--- src/hdl/lqrb_pkg.sv ---
// shared types, widths and constants of the balance state-feedback block
// no dependencies; imported by every module under hdl

package lqrb_pkg;

  localparam int STATE_COUNT = 4;
  localparam int VAL_W       = 32;
  localparam int GAIN_W      = 16;
  localparam int DT_W        = 16;
  localparam int ERR_W       = VAL_W + 1;
  localparam int PROD_W      = GAIN_W + ERR_W;
  localparam int ACC_W       = 52;
  localparam int BOUND_W     = 31;
  localparam int CFG_IDX_W   = 8;
  localparam int CFG_DATA_W  = 64;

  localparam logic [CFG_IDX_W-1:0] REG_GAIN_JOINT = 8'd0;
  localparam logic [CFG_IDX_W-1:0] REG_GAIN_WHEEL = 8'd1;
  localparam logic [CFG_IDX_W-1:0] REG_FF_KI      = 8'd2;
  localparam logic [CFG_IDX_W-1:0] REG_REFERENCE  = 8'd3;
  localparam logic [CFG_IDX_W-1:0] REG_INT_BOUND  = 8'd4;
  localparam logic [CFG_IDX_W-1:0] REG_JOINT_BND  = 8'd5;
  localparam logic [CFG_IDX_W-1:0] REG_WHEEL_BND  = 8'd6;
  localparam logic [CFG_IDX_W-1:0] REG_ENABLE     = 8'd7;

  localparam logic [BOUND_W-1:0] INT_BOUND_RESET   = 31'd65536;
  localparam logic [BOUND_W-1:0] JOINT_BOUND_RESET = 31'd655360;
  localparam logic [BOUND_W-1:0] WHEEL_BOUND_RESET = 31'd327680;

  localparam logic signed [ERR_W-1:0] ANGLE_WINDOW_RAW = 33'sd13107;
  localparam logic signed [VAL_W-1:0] ANGLE_UNSAFE_RAW = 32'sd34078;
  localparam logic signed [VAL_W-1:0] RATE_UNSAFE_RAW  = 32'sd524288;
  localparam logic signed [VAL_W-1:0] SPEED_UNSAFE_RAW = 32'sd3276800;

  typedef struct packed {
    logic signed [VAL_W-1:0] tilt_angle;
    logic signed [VAL_W-1:0] tilt_rate;
    logic signed [VAL_W-1:0] wheel_angle;
    logic signed [VAL_W-1:0] wheel_speed;
    logic [DT_W-1:0]         time_step;
    logic                    clear_integral;
  } in_item_t;

  typedef struct packed {
    logic signed [VAL_W-1:0] joint_torque;
    logic signed [VAL_W-1:0] wheel_torque;
    logic                    unsafe;
  } out_item_t;

  typedef struct packed {
    logic clear;
    logic enabled;
    logic load_err;
    logic load_prod;
    logic load_int;
    logic load_ki;
    logic load_acc;
  } ctrl_t;

endpackage

--- src/hdl/lqrb_lane.sv ---
// one state lane: error against reference and both gain products
// depends on lqrb_pkg

module lqrb_lane (
  input  logic                                  clk,
  input  lqrb_pkg::ctrl_t                       ctrl,
  input  logic signed [lqrb_pkg::VAL_W-1:0]     meas,
  input  logic signed [lqrb_pkg::VAL_W-1:0]     ref_val,
  input  logic signed [lqrb_pkg::GAIN_W-1:0]    gain_joint,
  input  logic signed [lqrb_pkg::GAIN_W-1:0]    gain_wheel,
  output logic signed [lqrb_pkg::ERR_W-1:0]     err,
  output logic signed [lqrb_pkg::PROD_W-1:0]    prod_joint,
  output logic signed [lqrb_pkg::PROD_W-1:0]    prod_wheel
);
  import lqrb_pkg::*;

  always_ff @(posedge clk) begin
    if (ctrl.load_err) begin
      err <= ERR_W'(meas) - ERR_W'(ref_val);
    end
    if (ctrl.load_prod) begin
      prod_joint <= PROD_W'(gain_joint) * PROD_W'(err);
      prod_wheel <= PROD_W'(gain_wheel) * PROD_W'(err);
    end
  end

endmodule

--- config.mk ---
export PLATFORM = sky130hd
export DESIGN_NAME = lqrb_lane
export DESIGN_NICKNAME = d
export VERILOG_FILES = /design/src/hdl/lqrb_pkg.sv /design/src/hdl/lqrb_lane.sv
export SDC_FILE = /design/constraint.sdc
export NUM_CORES = 2
export LEC_CHECK = 0
export ABC_AREA = 1
export BUFFER_PORTS_ARGS = -buffer_cell sky130_fd_sc_hd__buf_2
export CAP_MARGIN = 15
export CORE_MARGIN = 3
export CORE_UTILIZATION = 30
export DETAILED_ROUTE_END_ITERATION = 6
export GPL_ROUTABILITY_DRIVEN = 0
export PLACE_DENSITY = 0.57
export REMOVE_ABC_BUFFERS = 1
export SETUP_SLACK_MARGIN = 0.4
export SLEW_MARGIN = 15
export SYNTH_ARGS = -nofsm -noshare
export SYNTH_HDL_FRONTEND = slang
export SYNTH_SLANG_ARGS = --single-unit
--- constraint.sdc ---
create_clock -name clk -period 7.7 [get_ports clk]
set_input_delay 0.385 -clock clk [delete_from_list [all_inputs] [get_ports clk]]
set_output_delay 0.385 -clock clk [all_outputs]
set_load 0.05 [all_outputs]
==> reports/summary.log <==
qor: status.status completed
qor: synth.synth-warning-count 0
qor: grt.globalRouteTotalUtil 16.9%
qor: die.die_w 400 microns
qor: clock_network.tritoncts_num_sinks 131
qor: synth.synthCells 6,221
qor: timing.finalMaxSlewViolations 0
qor: die.number_of_primary_i_o_pins 235
qor: synth.post-synth-top-area-cell sky130_fd_sc_hd__fa_1
qor: die.die_h 400 microns
qor: setup_path.minimum_setup_slack_among_reg_to_reg_paths 1130 ps
qor: clock_network.cts_inserted_buffers 17
qor: clock_network.post-cts-setup-buffers 0
qor: synth.synth_top_cells_by_area sky130_fd_sc_hd__fa_1 43%, sky130_fd_sc_hd__inv_1 16%, sky130_fd_sc_hd__nand2_1 15%, sky130_fd_sc_hd__edfxtp_1 8.4%, sky130_fd_sc_hd__ha_1 7.1%
qor: setup_path.timing.critical_path.fanout_max 18
qor: die.effective_utilization_at_floorplan 30.2%
qor: setup_path.crit-reg2reg-capture prod_wheel[36]$_DFFE_PP_
qor: clock_network.clock_latency 530 ps
qor: timing.finalHoldViolCount 0
qor: timing.period_share 85.3%
qor: timing.slew_headroom 27.4%
qor: setup_path.worstSetupPathType reg2reg
qor: detailed_routing.firstDrtPassIters 6
qor: worst_hold_path.hold_path_depth 1
qor: layout.flow.area_growth_from_synthesis 8.63%
qor: synth.post_synth_design_cell_area 46,600 sq um
qor: detailed_routing.number_of_vias_per_cell 4.45
qor: flow_run.maxCapViolations 0
qor: detailed_routing.drt_drc_violations_left 0
qor: timing.max_freq 152 MHz
qor: detailed_routing.vias 37,224
qor: synth.yosys.area.top_type_share 43.0%
qor: synth.synth_seq_area_share 8.43%
qor: grt.number_of_global_route_vias_before_repair 39,453
qor: synth.ys_types 32
qor: grt.antenna_violations_before_repair 6
qor: setup_path.timing.rr.start err[16]$_DFFE_PP_
qor: clock_network.clkSlewWorstSetupHoldPaths 80 ps
qor: timing.tightestPinTransition 1090 ps
qor: die.core_area 154,000 sq um
qor: place.numPortBuffers 229
qor: grt.pin_count_of_the_biggest_net_entering_global_routing 69
qor: layout.drive_above_1_share 6.32%
qor: setup_path.worst_setup_path_end_kind register
qor: setup_path.worst-r2r-cell-count 20
qor: setup_path.cp.required 7970 ps
qor: synth.ys_seq_elements 131
qor: grt.grt_overflow_total 0
qor: worst_hold_path.min_path_type in2reg
qor: detailed_routing.drt_iter0_drc 2,606
qor: worst_hold_path.holdCritStartpoint ctrl[3]
qor: clock_network.cts_root_buf sky130_fd_sc_hd__clkbuf_16
qor: setup_path.critical_path.startpoint_type register
qor: clock_network.cts_htree_levels 4
qor: die.floorplan.rows 144
qor: detailed_routing.wl 132 mm
qor: timing.fin_crit 6570 ps
qor: clock_network.cts_tree built
qor: synth.syn_area_per_cell 7.50 sq um
qor: timing.grt_setup_unrepaired no
qor: detailed_routing.route.antenna.remaining_nets 0
qor: clock_network.clock_tree.buffer_depth 2
qor: timing.clock-skew-final 20.9 ps
qor: layout.nNetsFinal 7,682
qor: detailed_routing.routed_wire_length_per_instance 15.8 microns
qor: place.detailed_place_hpwl 110 mm
qor: worst_hold_path.min_delay_worst_endpoint prod_joint[21]$_DFFE_PP_
qor: clock_network.cts.hold.buffers_added 0
qor: clock_network.cts_resized 0
qor: setup_path.worst_ep_arrival_time 6840 ps
qor: grt.grt_pass1_wl 215 mm
qor: timing.timing.setup.tns 0 ps
qor: die.floorplan.die_area 160,000 sq um
qor: timing.finalSetupViolations 0
-- layer usage --
layer	vias up	GRT usage, %	part of all wire, %
met5	-	0	0
met4	0	5.35	2.9
met3	167	1.60	4.4
met2	938	29.4	49
met1	18613	22.2	44
li1	17506	-	-
-- synth_stat cells --
| master | instances |
|---|---|
| sky130_fd_sc_hd__inv_2 | 8 |
| sky130_fd_sc_hd__nor3_4 | 1 |
| sky130_fd_sc_hd__nand2_2 | 14 |
| sky130_fd_sc_hd__inv_1 | 2011 |
| sky130_fd_sc_hd__buf_1 | 2 |
| sky130_fd_sc_hd__and3_1 | 4 |
| sky130_fd_sc_hd__fa_1 | 1001 |
| sky130_fd_sc_hd__a21boi_0 | 1 |
| sky130_fd_sc_hd__o21ai_0 | 42 |
| sky130_fd_sc_hd__xnor2_1 | 29 |
| sky130_fd_sc_hd__a21o_1 | 4 |
| sky130_fd_sc_hd__nor4_1 | 1 |
| sky130_fd_sc_hd__nand3_2 | 6 |
| sky130_fd_sc_hd__nand2b_1 | 2 |
| sky130_fd_sc_hd__nor3_1 | 12 |
| sky130_fd_sc_hd__ha_1 | 264 |
| sky130_fd_sc_hd__or2_2 | 4 |
| sky130_fd_sc_hd__nand2_1 | 1846 |
| sky130_fd_sc_hd__xor2_1 | 51 |
| sky130_fd_sc_hd__nand3b_1 | 5 |
| sky130_fd_sc_hd__a21oi_1 | 125 |
| sky130_fd_sc_hd__o21a_1 | 4 |
| sky130_fd_sc_hd__clkbuf_1 | 223 |
| sky130_fd_sc_hd__nor2_1 | 220 |
| sky130_fd_sc_hd__nor2_4 | 5 |
| sky130_fd_sc_hd__nand4_1 | 37 |
| sky130_fd_sc_hd__nor2_2 | 16 |
| sky130_fd_sc_hd__o21bai_1 | 11 |
| sky130_fd_sc_hd__nand3_1 | 125 |
| sky130_fd_sc_hd__edfxtp_1 | 131 |
| sky130_fd_sc_hd__nor3_2 | 14 |
| sky130_fd_sc_hd__o21ai_2 | 2 |
-- final cells by class --
class	instances	area, sq um
timing repair buffer	298	1700
clock buffer	17	425
fill	16620	104000
sequential	131	3930
tap	2044	2560
antenna	1	2.50
clock inverter	15	181
multi-input combinational	3846	34300
inverter	2019	7580
-- how the worst max path moves through the flow --
stage | startpoint | endpoint | depth (start not counted)
after CTS | err[16]$_DFFE_PP_ | prod_wheel[36]$_DFFE_PP_ | 20
final | err[16]$_DFFE_PP_ | prod_wheel[36]$_DFFE_PP_ | 20
after floorplan | err[32]$_DFFE_PP_ | prod_joint[46]$_DFFE_PP_ | 20
after global routing | err[16]$_DFFE_PP_ | prod_wheel[36]$_DFFE_PP_ | 20
after global placement | err[25]$_DFFE_PP_ | prod_wheel[38]$_DFFE_PP_ | 19
after detailed placement | err[16]$_DFFE_PP_ | prod_wheel[36]$_DFFE_PP_ | 20
-- metrics by stage --
stage               setup slack (ps)  area, sq um  std cells  hold slack (ps)  utilization, %
floorplan                       1620        45800       5996              497               -
global placement                1220        50100       8338              844            32.5
detailed placement              1140        50100       8338              849            32.5
CTS                             1120        50700       8370              285            32.9
global route                     788        50700       8370              308            32.9
finish                          1130        50700       8371              319            32.9
-- worst max-delay path, stage by stage (launching register included) --
cell                       delay, ps
sky130_fd_sc_hd__edfxtp_1       1000
sky130_fd_sc_hd__buf_4           410
sky130_fd_sc_hd__nand2_1         130
sky130_fd_sc_hd__fa_1            590
sky130_fd_sc_hd__inv_1            50
sky130_fd_sc_hd__fa_1            470
sky130_fd_sc_hd__fa_1            590
sky130_fd_sc_hd__fa_1            450
sky130_fd_sc_hd__fa_1            490
sky130_fd_sc_hd__inv_1            50
sky130_fd_sc_hd__fa_1            470
sky130_fd_sc_hd__inv_1            40
sky130_fd_sc_hd__ha_1            330
sky130_fd_sc_hd__nand2_1         170
sky130_fd_sc_hd__inv_1            60
sky130_fd_sc_hd__a21oi_1         320
sky130_fd_sc_hd__o21bai_1        150
sky130_fd_sc_hd__a21oi_1         280
sky130_fd_sc_hd__nand3_1         110
sky130_fd_sc_hd__nand2_1          70
sky130_fd_sc_hd__nand2_1          50
-- state kept, by name, summed over array words and instances, names as in the netlist --
name	flops
prod_wheel	49
err	33
prod_joint	49
-- cells in the final DEF, fill, tap and decap left out, types with 67 or more instances in the layout --
master,instances
sky130_fd_sc_hd__ha_1,264
sky130_fd_sc_hd__a21oi_1,125
sky130_fd_sc_hd__nand2_1,1846
sky130_fd_sc_hd__nand3_1,125
sky130_fd_sc_hd__edfxtp_1,131
sky130_fd_sc_hd__fa_1,1001
sky130_fd_sc_hd__inv_1,2010
sky130_fd_sc_hd__buf_4,67
sky130_fd_sc_hd__buf_2,228
sky130_fd_sc_hd__nor2_1,220
-- logic make-up after synthesis --
| family | count (synthesis) | synth area share [%] |
|---|---|---|
| AO/OA/AOI/OAI | 189 | 2.15 |
| XOR/XNOR | 80 | 1.50 |
| adder cells (fa/ha/maj) | 1265 | 50.0 |
| buffers and inverters | 2244 | 18.1 |
| flip-flops | 131 | 8.43 |
| AND/OR/NAND/NOR | 2312 | 19.8 |
Power is left out: the tool's default activity adds up to more than one toggle a clock period on the data nets, which glitch-free logic cannot reach.
